**config.mk**
```make
export PLATFORM = sky130hd
export DESIGN_NAME = pbte_div
export DESIGN_NICKNAME = d
export VERILOG_FILES = /design/src/rtl/core/pbte_pkg.sv /design/src/rtl/core/pbte_div.sv
export SDC_FILE = /design/constraint.sdc
export NUM_CORES = 2
export LEC_CHECK = 0
export BUFFER_PORTS_ARGS = -buffer_cell sky130_fd_sc_hd__buf_2
export CAP_MARGIN = 40
export CORE_UTILIZATION = 40
export CTS_CLUSTER_DIAMETER = 100
export DETAILED_ROUTE_END_ITERATION = 10
export PLACE_DENSITY_LB_ADDON = 0.25
export SYNTH_ARGS = -nofsm -noshare
export SYNTH_HDL_FRONTEND = slang
export SYNTH_SLANG_ARGS = --single-unit
```
**constraint.sdc**
```tcl
create_clock -name clock -period 6 [get_ports clock]
set_clock_uncertainty 0.2 [all_clocks]
set_input_delay 1.2 -clock clock [delete_from_list [all_inputs] [get_ports clock]]
set_output_delay 1.2 -clock clock [all_outputs]
set_load 0.02 [all_outputs]
```
**src/rtl/core/pbte_pkg.sv**
```systemverilog
// shared types and constants for the prism base triangle embedding unit
`default_nettype none

package pbte_pkg;

   localparam int unsigned SQ_STEPS  = 32;
   localparam int unsigned DIV_STEPS = 32;

   typedef enum logic [1:0] {
      ST_OK  = 2'd0,
      ST_TRI = 2'd1,
      ST_COS = 2'd2
   } status_type;

   typedef struct packed {
      logic [31:0]        edge_len_0;
      logic [31:0]        edge_len_1;
      logic [31:0]        edge_len_2;
      logic signed [31:0] height_0;
      logic signed [31:0] height_1;
      logic signed [31:0] height_2;
   } req_type;

   typedef struct packed {
      logic [31:0]        base_len_0;
      logic [31:0]        base_len_1;
      logic [31:0]        base_len_2;
      logic signed [31:0] apex_x;
      logic [31:0]        apex_y;
      status_type         status;
   } rsp_type;

endpackage

`default_nettype wire

```
**src/rtl/core/pbte_div.sv**
```systemverilog
// pipelined restoring divider, 64 by 32 bits to a 32-bit quotient
`default_nettype none

module pbte_div (
   input  wire logic        clock,
   input  wire logic        en,
   input  wire logic [63:0] dvd_in,
   input  wire logic [31:0] dvs_in,
   output logic      [31:0] quo_out
);
   import pbte_pkg::*;

   logic [31:0] rem_ff [0:DIV_STEPS-2];
   logic [31:0] low_ff [0:DIV_STEPS-2];
   logic [31:0] dvs_ff [0:DIV_STEPS-2];
   logic [31:0] quo_ff [0:DIV_STEPS-1];

   genvar g;
   generate
      for (g = 0; g < DIV_STEPS; g++) begin : g_step
         logic [31:0] rem_prev;
         logic [31:0] low_prev;
         logic [31:0] dvs_prev;
         logic [31:0] quo_prev;
         logic [32:0] acc;
         logic [32:0] acc_sub;
         logic        fit;

         if (g == 0) begin : g_first
            // upper half already below the divisor when the quotient fits
            assign rem_prev = dvd_in[63:32];
            assign low_prev = dvd_in[31:0];
            assign dvs_prev = dvs_in;
            assign quo_prev = '0;
         end else begin : g_next
            assign rem_prev = rem_ff[g-1];
            assign low_prev = low_ff[g-1];
            assign dvs_prev = dvs_ff[g-1];
            assign quo_prev = quo_ff[g-1];
         end

         assign acc     = {rem_prev, low_prev[31]};
         assign acc_sub = acc - {1'b0, dvs_prev};
         assign fit     = (acc >= {1'b0, dvs_prev});

         always_ff @(posedge clock) begin
            if (en) begin
               quo_ff[g] <= {quo_prev[30:0], fit};
            end
         end

         if (g < DIV_STEPS - 1) begin : g_carry
            always_ff @(posedge clock) begin
               if (en) begin
                  rem_ff[g] <= fit ? acc_sub[31:0] : acc[31:0];
                  low_ff[g] <= {low_prev[30:0], 1'b0};
                  dvs_ff[g] <= dvs_prev;
               end
            end
         end
      end
   endgenerate

   assign quo_out = quo_ff[DIV_STEPS-1];

endmodule

`default_nettype wire

```
==> impl_metrics.env <==
export IMPL_outcome="finished clean"
export IMPL_synth_cells=12900
export IMPL_critPathMaxStageDelay_ns=0.45
export IMPL_drive_above_1_share_pct=8.34
export IMPL_period_needed_ns=4.65
export IMPL_grt_max_degree=166
export IMPL_drv_slew=0
export IMPL_io_buffers=129
export IMPL_syn_avg_cell_area_um2=12.0
export IMPL_crit_path_cell_trace="ha_1 > and3_1 > a221o_1 > a31oi_2 > o2111ai_1 > nand3_1 > a311oi_2 > a31oi_1 > o21ai_1 > a41oi_4 > buf_4 > mux2_1"
export IMPL_die_area_um2=389000
export IMPL_drc=0
export IMPL_yosys_warnings=0
export IMPL_path_class="register to register"
export IMPL_place_ws_ns=1.10
export IMPL_synth_seq_area_share_pct=58.4
export IMPL_overflow=0
export IMPL_clkSinkCount=3008
export IMPL_clkSlewWorstSetupHoldPaths_ns=0.06
export IMPL_initial_utilization_pct=40.3
export IMPL_grt_usage_pct=17.7
export IMPL_ctsHoldBuffers=0
export IMPL_hold_ws_ns=0.199
export IMPL_cp_top_family="compound AO/OA/AOI/OAI gates"
export IMPL_fin_crit_sh_pct=77.5
export IMPL_synth_cell_type_count=103
export IMPL_ys_ff_latch=3008
export IMPL_power_density_nw_per_um2=549
export IMPL_first_pass_iters=6
export IMPL_slowest_stage="buf_4"
export IMPL_synth_net_count=14000
export IMPL_cts_resized_gates=0
export IMPL_drt_initial_drc_count=7484
export IMPL_rows=227
export IMPL_root_buffer="clkbuf_16"
export IMPL_grt_pass1_wl_mm=543
export IMPL_rsz0062_at_grt="no"
export IMPL_hold_depth=0
export IMPL_worstMarginPinSlew_ns=0.959
export IMPL_crit_arrival_ns=5.12
export IMPL_wire_per_inst_um=19.1
export IMPL_power_leakage_uw=0.0695
export IMPL_boundaryPins=130
export IMPL_relSlewSlack_pct=36.1
export IMPL_globalplace_congestion=0.890
export IMPL_drv_cap=0
export IMPL_ant_nets=0
export IMPL_grt_pass1_vias=92800
export IMPL_max_freq_ghz=0.215
export IMPL_synth_area_um2=155000
export IMPL_numCtsBuffers=345
export IMPL_end_kind="register"
export IMPL_cp_required_ns=6.46
export IMPL_final_util_pct=45.1
export IMPL_fin_ws_ns=1.35
export IMPL_path_max_fanout=32
export IMPL_routed_wl_mm=352
export IMPL_vdd_drop_max_mv=0.359
export IMPL_insertion_delay_ns=0.94
export IMPL_crit_cells=12
export IMPL_hold_viol_final=0
export IMPL_chipHeight_um=624
export IMPL_coreArea_um2=383000
export IMPL_clockBufferDepth=4
export IMPL_area_growth_pct=11.9
export IMPL_via_per_inst=5.23
export IMPL_antenna_found_initial=7
export IMPL_postCtsSetupRepairBufs=0
export IMPL_synth_edf_count=3008
export IMPL_cts_tree="built"
export IMPL_async_reset_ff_share_pct=0
export IMPL_dp_hpwl_mm=261
export IMPL_finalNetCount=14300
export IMPL_critPathLaunchType="register"
export IMPL_cts_htree_levels=5
export IMPL_tns_ns=0
export IMPL_hold_path_class="register to register"
export IMPL_fp_dieW_um=624
export IMPL_ff2ff_path_depth=12
export IMPL_finalSetupViolCount=0
export IMPL_num_vias=96600
export IMPL_synth_ff_type="edfxtp_1"
export IMPL_cp_num_buf_inv=1
==> area by class of cell <==
type                       count  area [um2]
fill                       35100      210000
timing repair buffer         235        1880
inverter                    1307        4910
sequential                  3008       90300
clock inverter               216        2320
tap                         5038        6300
multi-input combinational   8244       58300
clock buffer                 411        8990
antenna                        1        2.50
==> kinds of logic after synthesis <==
logic type	synth area share, %
AND/OR/NAND/NOR	7.86
XOR/XNOR	4.84
flip-flops	58.4
AO/OA/AOI/OAI	13.4
buffers and inverters	4.03
multiplexers	2.76
adder cells (fa/ha/maj)	8.69
==> stage by stage <==
| step | cells | instance area (um2) | total power (uW) |
|---|---|---|---|
| 4_1_cts | 18500 | 173000 | 95800 |
| 3_5_place_dp | 17800 | 162000 | 74100 |
| 6_report | 18500 | 173000 | 95100 |
| 3_3_place_gp | 17800 | 162000 | 73900 |
| 5_1_grt | 18500 | 173000 | 102000 |
| 2_1_floorplan | 12900 | 155000 | 63200 |
==> worst paths after layout <==
kind	slack (ns)	start	to
worst max register to register	1.35	rem_ff[1][390]	rem_ff[1][420]
worst min register to register	0.20	low_ff[0][236]	low_ff[0][268]
worst max-delay path	1.35	rem_ff[1][390]	rem_ff[1][420]
worst min-delay path	0.20	low_ff[0][236]	low_ff[0][268]
==> cells in the mapped netlist (all sizes together), types with 37 or more instances <==
library cell | instances | share of area (%)
a21o | 555 | 2.7
mux2i | 37 | 0.24
nor3 | 110 | 0.36
xor2 | 356 | 2.0
ha | 1024 | 8.3
a31oi | 124 | 0.51
edfxtp | 3008 | 58
xnor2 | 498 | 2.8
a21oi | 959 | 3.1
o21a | 113 | 0.55
nand4 | 164 | 0.66
and2 | 48 | 0.19
o21ai | 938 | 3.0
a211oi | 73 | 0.36
o211ai | 51 | 0.25
nand3 | 187 | 0.61
o31ai | 64 | 0.32
inv | 1307 | 3.2
mux2 | 330 | 2.5
clkbuf | 239 | 0.58
o21bai | 136 | 0.66
nor2b | 143 | 0.58
nand2 | 1054 | 2.6
a21boi | 47 | 0.23
buf | 74 | 0.28
nand2b | 111 | 0.45
and3 | 91 | 0.37
nor2 | 566 | 1.4
==> sequential cells by signal, summed over array words and instances, names as in the netlist <==
register,flops
dvs_ff,992
rem_ff,992
quo_ff,528
low_ff,496
==> metal layers <==
| metal | global-route usage [%] | vias up | share of wire (%) |
|---|---|---|---|
| li1 | - | 47800 | - |
| met1 | 24.2 | 46300 | 45 |
| met2 | 29.6 | 2004 | 47 |
| met3 | 2.11 | 523 | 4.5 |
| met4 | 4.77 | 0 | 2.6 |
| met5 | 0 | - | 0 |
==> layout by cell type, fill, tap and decap left out, types with 129 or more instances in the layout <==
cell type     n
nand2_1    1054
o21ai_0     852
nand3_1     186
nor2_1      565
buf_2       129
o21bai_1    136
mux2_2      226
edfxtp_1   3008
a21o_1      554
nand4_1     164
inv_1      1305
xnor2_1     498
ha_1       1024
xor2_1      356
clkbuf_16   350
nor2b_1     143
a21oi_1     953
==> power by group <==
part | switching, uW | internal, uW | leakage [uW]
clock | 8720 | 12400 | 0.00547
sequential | 3300 | 30500 | 0.0295
combinational | 22800 | 17300 | 0.0346
total | 34900 | 60200 | 0.0695
No activity file was read; power rests on OpenSTA's default activity.
