### config.mk
export PLATFORM = sky130hd
export DESIGN_NAME = pbte_isqrt
export DESIGN_NICKNAME = d
export VERILOG_FILES = /design/src/rtl/core/pbte_pkg.sv /design/src/rtl/core/pbte_isqrt.sv
export SDC_FILE = /design/constraint.sdc
export NUM_CORES = 2
export LEC_CHECK = 0
export BUFFER_PORTS_ARGS = -buffer_cell sky130_fd_sc_hd__buf_4
export CORE_MARGIN = 8
export CORE_UTILIZATION = 40
export CTS_CLUSTER_DIAMETER = 40
export DETAILED_ROUTE_END_ITERATION = 7
export PLACE_DENSITY_LB_ADDON = 0.08
export SLEW_MARGIN = 40
export SYNTH_ARGS = -nofsm -noshare
export SYNTH_HDL_FRONTEND = slang
export SYNTH_SLANG_ARGS = --single-unit
### constraint.sdc
create_clock -name clock -period 9.95 [get_ports clock]
set_input_delay 1.99 -clock clock [delete_from_list [all_inputs] [get_ports clock]]
set_output_delay 1.99 -clock clock [all_outputs]
set_load 0.005 [all_outputs]
### src/rtl/core/pbte_pkg.sv
// shared types and constants for the prism base triangle embedding unit
`default_nettype none

package pbte_pkg;

   localparam int unsigned SQ_STEPS  = 32;
   localparam int unsigned DIV_STEPS = 32;

   typedef enum logic [1:0] {
      ST_OK  = 2'd0,
      ST_TRI = 2'd1,
      ST_COS = 2'd2
   } status_type;

   typedef struct packed {
      logic [31:0]        edge_len_0;
      logic [31:0]        edge_len_1;
      logic [31:0]        edge_len_2;
      logic signed [31:0] height_0;
      logic signed [31:0] height_1;
      logic signed [31:0] height_2;
   } req_type;

   typedef struct packed {
      logic [31:0]        base_len_0;
      logic [31:0]        base_len_1;
      logic [31:0]        base_len_2;
      logic signed [31:0] apex_x;
      logic [31:0]        apex_y;
      status_type         status;
   } rsp_type;

endpackage

`default_nettype wire

### src/rtl/core/pbte_isqrt.sv
// pipelined integer square root, one result bit per stage
`default_nettype none

module pbte_isqrt (
   input  wire logic        clock,
   input  wire logic        en,
   input  wire logic [63:0] rad_in,
   output logic      [31:0] root_out
);
   import pbte_pkg::*;

   logic [32:0] rem_ff  [0:SQ_STEPS-2];
   logic [63:0] rad_ff  [0:SQ_STEPS-2];
   logic [31:0] root_ff [0:SQ_STEPS-1];

   genvar g;
   generate
      for (g = 0; g < SQ_STEPS; g++) begin : g_step
         logic [32:0] rem_prev;
         logic [31:0] root_prev;
         logic [63:0] rad_prev;
         logic [34:0] acc;
         logic [34:0] trial;
         logic [34:0] acc_sub;
         logic        fit;

         if (g == 0) begin : g_first
            assign rem_prev  = '0;
            assign root_prev = '0;
            assign rad_prev  = rad_in;
         end else begin : g_next
            assign rem_prev  = rem_ff[g-1];
            assign root_prev = root_ff[g-1];
            assign rad_prev  = rad_ff[g-1];
         end

         // bring down two radicand bits, try root*4+1
         assign acc     = {rem_prev, rad_prev[63:62]};
         assign trial   = {1'b0, root_prev, 2'b01};
         assign acc_sub = acc - trial;
         assign fit     = (acc >= trial);

         always_ff @(posedge clock) begin
            if (en) begin
               root_ff[g] <= {root_prev[30:0], fit};
            end
         end

         if (g < SQ_STEPS - 1) begin : g_carry
            always_ff @(posedge clock) begin
               if (en) begin
                  rem_ff[g] <= fit ? acc_sub[32:0] : acc[32:0];
                  rad_ff[g] <= {rad_prev[61:0], 2'b00};
               end
            end
         end
      end
   endgenerate

   assign root_out = root_ff[SQ_STEPS-1];

endmodule

`default_nettype wire

==> run summary <==
The run finished with clean final reports. The number of antenna violations at the first check in global routing is 3. The tools report the wire length of the first global-routing pass as 397800 µm.

The min-delay analysis places its worst path in the category reg2reg. The family with the most delay on the worst path is compound AO/OA/AOI/OAI gates. Using the TritonRoute via totals, the vias-per-cell ratio works out to 5.147. For this run, design rule violations remaining after detail routing come to 0. The count of unique library cells instantiated by Yosys came out at 88. The clock slew at the register clock pins of the worst setup and hold paths was 0.06 ns; the layout filler cell count was 25710. The signal on the critical path passes through ha_1, a21o_1, o2111ai_1, a21oi_1, o21ai_0, a21oi_1, a311oi_4, buf_4, inv_1, mux2_2. CTS built an H-tree with a depth of 5.

In this run, synthesis produced a sequential element count of 2495. The tools report the core footprint as 0.2903 mm². The commonest cells after synthesis are sky130_fd_sc_hd__edfxtp_1 (2495), sky130_fd_sc_hd__inv_1 (705), sky130_fd_sc_hd__nand2_1 (614).

Global routing used 15.95% of the available tracks across all layers. The die is 555.5 µm wide. The setup TNS after final layout is 0 ns. The post-placement worst setup slack is 5.292 ns. Along the worst path, the maximum fanout reaches 58. The largest single stage delay on the critical path is 0.64 ns.

The number of sinks handled by clock tree synthesis was 2495. The worst-case setup margin in the final layout was 5.800 ns; the first-pass detailed-route iteration total was 6. Headroom to the max-slew limit came out at 43.38%.

By instance count, the cell type seen most on the critical path is sky130_fd_sc_hd__a21oi_1. In this run, CTS created clock tree buffers numbering 422. After floorplanning, the core was divided into 198 placement rows. Across the run, the number of max-cap violations was 0. The net count of the finished layout is 10030.

The run gives 9622 as the number of nets produced by synthesis. The routed design uses 11190 µm of met3 wire. Dividing the final minimum period by the clock period gives 41.71%. The most used flip-flop cell after synthesis is sky130_fd_sc_hd__edfxtp_1. By area the synthesized netlist is led by sky130_fd_sc_hd__edfxtp_1 (64%), sky130_fd_sc_hd__ha_1 (6.0%), sky130_fd_sc_hd__xor2_1 (3.1%). At the pin with the least slew margin, the transition time is 0.8421 ns. Setup repair after global routing left no endpoint under its margin. The clock passes through at most 4 buffers. For the total overflow reported by the global router, the log shows 0. The final count of negative-setup-slack endpoints is 0, and the routability congestion estimate from global placement is 0.8570. Once the floorplan was initialized, standard cells occupied 40.09% of the core.

The tools report the aggregate routed wire length as 253300 µm. Number of global-route vias before repair: 70130. In this run, the number of DRC markers left after iteration 0 of detailed routing was 5071.

In this run the power density over the cells is 258.5 mW/mm². The post-detailed-placement half-perimeter wirelength is 179700 µm. Summing the sequential cell areas from Yosys gives 64.36% of the chip area. The number of synthesis warnings is 0. The routed layout has 70390 vias.

For this block, wires on met1 add up to 116000 µm. Counting flops with an async set or reset pin after synthesis yields a share of 0%. The tree is rooted in a sky130_fd_sc_hd__clkbuf_16.

The tools report the length of routed met2 wiring as 118800 µm. Clock network latency to the later pin of the worst-skew pair: 0.91 ns. The maximum clock frequency is 241.0 MHz. The run gives 10.60 ns as the required time at the worst-slack endpoint. Compared with the post-synthesis result, the final layout area differs by 17.91%. By instance count, the leading cell after synthesis is sky130_fd_sc_hd__edfxtp_1. The count of cells resized by post-cts repair was 0. During placement, the flow inserted port buffers numbering 97.

The biggest area contributor in the post-synthesis netlist is sky130_fd_sc_hd__edfxtp_1. Slowest cell on the critical path: sky130_fd_sc_hd__o21ai_0. The maximum number of pins on one net before global-route repair came out at 160.

The cell count after synthesis came out at 8995. In this run the mean area of a mapped cell was 12.94 µm². The critical path in this run is classified as reg2reg. The cell area after synthesis is 0.1164 mm², and the wire length per cell is 18.53 µm. Highest routing layer actually used: met4. Summing all multi-input logic gate instances after layout gives 0.03834 mm². STA classifies the critical path startpoint as a flop. VDD sags by at most 0.1437 mV. After clock tree synthesis, the setup repair step added 0 buffers. Clock period minus final worst setup slack: 4.150 ns. Data on the critical path arrives at its endpoint at 4.80 ns.

The run gives 98 as the number of ports placed on the die boundary. The fraction of post-synthesis cell area in the top cell type by area was 64.36%. In this run the remaining antenna-violating nets after routing total 0. The max-slew violation total from the final report was 0. For the area occupied by registers, the log shows 0.07492 mm².

The number of buffers and inverters on the critical path is 2. Type of destination of the critical path: a flop. Between clock sinks in the finished design, the worst skew comes to 0.04644 ns. TritonCTS built the clock tree. The y dimension of the die was 555.5 µm; the leakage power figure was 52.31 nW. Number of hold-repair buffers added at the cts stage: 0. The number of flops mapped to enable cells by yosys is 2495, and the final number of hold-violating endpoints is 0. The run gives 0.3085 mm² as the die area. Fraction of layout instances using a drive strength above 1: 10.95%.
flip-flops by register name, indices dropped and copies added (netlist names):
register	cells
rad_ff	992
rem_ff	975
root_ff	528
routing by layer:
layer / track usage [%] / vias to the layer above
met5: 0 / -
met4: 5.232 / 0
met3: 2.434 / 470
met2: 26.06 / 1464
met1: 21.89 / 34030
li1: - / 34430
kinds of logic after synthesis:
logic type,Yosys count,synth area share [%]
xor gates and xnor gates,797,5.997
and+or+nand+nor,2336,10.00
muxes,109,1.034
DFF,2495,64.36
buffers and inverters,884,2.867
other,1,0.003221
adders and majority gates,561,6.030
AOI/OAI and AO/OA,1812,9.707
path summary, 6_finish.rpt:
path,endpoint,slack (ns),startpoint,cells past startpoint
worst min-delay path,rad_ff[0][66],0.40,rad_ff[0][2],0
worst min register to register,rad_ff[0][66],0.40,rad_ff[0][2],0
worst max-delay path,rem_ff[14][49],5.80,rem_ff[14][1],10
worst max register to register,rem_ff[14][49],5.80,rem_ff[14][1],10
where the power goes:
part	total (mW)	internal, mW	switching (mW)
logic	6.25	2.62	3.64
clock network	15.0	9.68	5.31
registers	14.2	13.3	0.905
area by class of cell:
cell class                      instances  share of cell area (%)
Clock inverter                        330                   2.987
Clock buffer                          466                   7.907
Tap cell                             3900                   3.555
Inverter                              709                   1.939
Antenna cell                            1                0.001823
Multi-Input combinational cell       5616                   27.94
Sequential cell                      2495                   54.59
Timing Repair Buffer                  157                   1.086
worst reg2reg max path, cell delays in order (launching register included):
cell and delay [ns]:
sky130_fd_sc_hd__edfxtp_1 0.40, sky130_fd_sc_hd__ha_1 0.38, sky130_fd_sc_hd__a21o_1 0.23, sky130_fd_sc_hd__o2111ai_1 0.26, sky130_fd_sc_hd__a21oi_1 0.16, sky130_fd_sc_hd__o21ai_0 0.64
sky130_fd_sc_hd__a21oi_1 0.28, sky130_fd_sc_hd__a311oi_4 0.33, sky130_fd_sc_hd__buf_4 0.51, sky130_fd_sc_hd__inv_1 0.35, sky130_fd_sc_hd__mux2_2 0.34
stage by stage:
step,power [mW],instance area [µm²],hold WS [ns],std cells,util (%)
floorplan,18.59,116400,0.4003,8995,-
global placement,20.60,122000,0.4003,12870,42.02
detailed placement,20.68,122100,0.4045,12870,42.05
CTS,35.96,137100,0.3945,13670,47.20
global route,37.24,137300,0.4031,13670,47.27
finish,35.47,137300,0.3997,13670,47.27
cell usage in the layout (no fill, tap or decap), drive strengths merged, types with 389 or more instances in the layout:
cell,count
xor2,408
clkbuf,466
nor2,522
nand2,614
inv,776
ha,561
a21oi,521
edfxtp,2495
o21ai,494
xnor2,389
(Power assumes the default switching activity.)
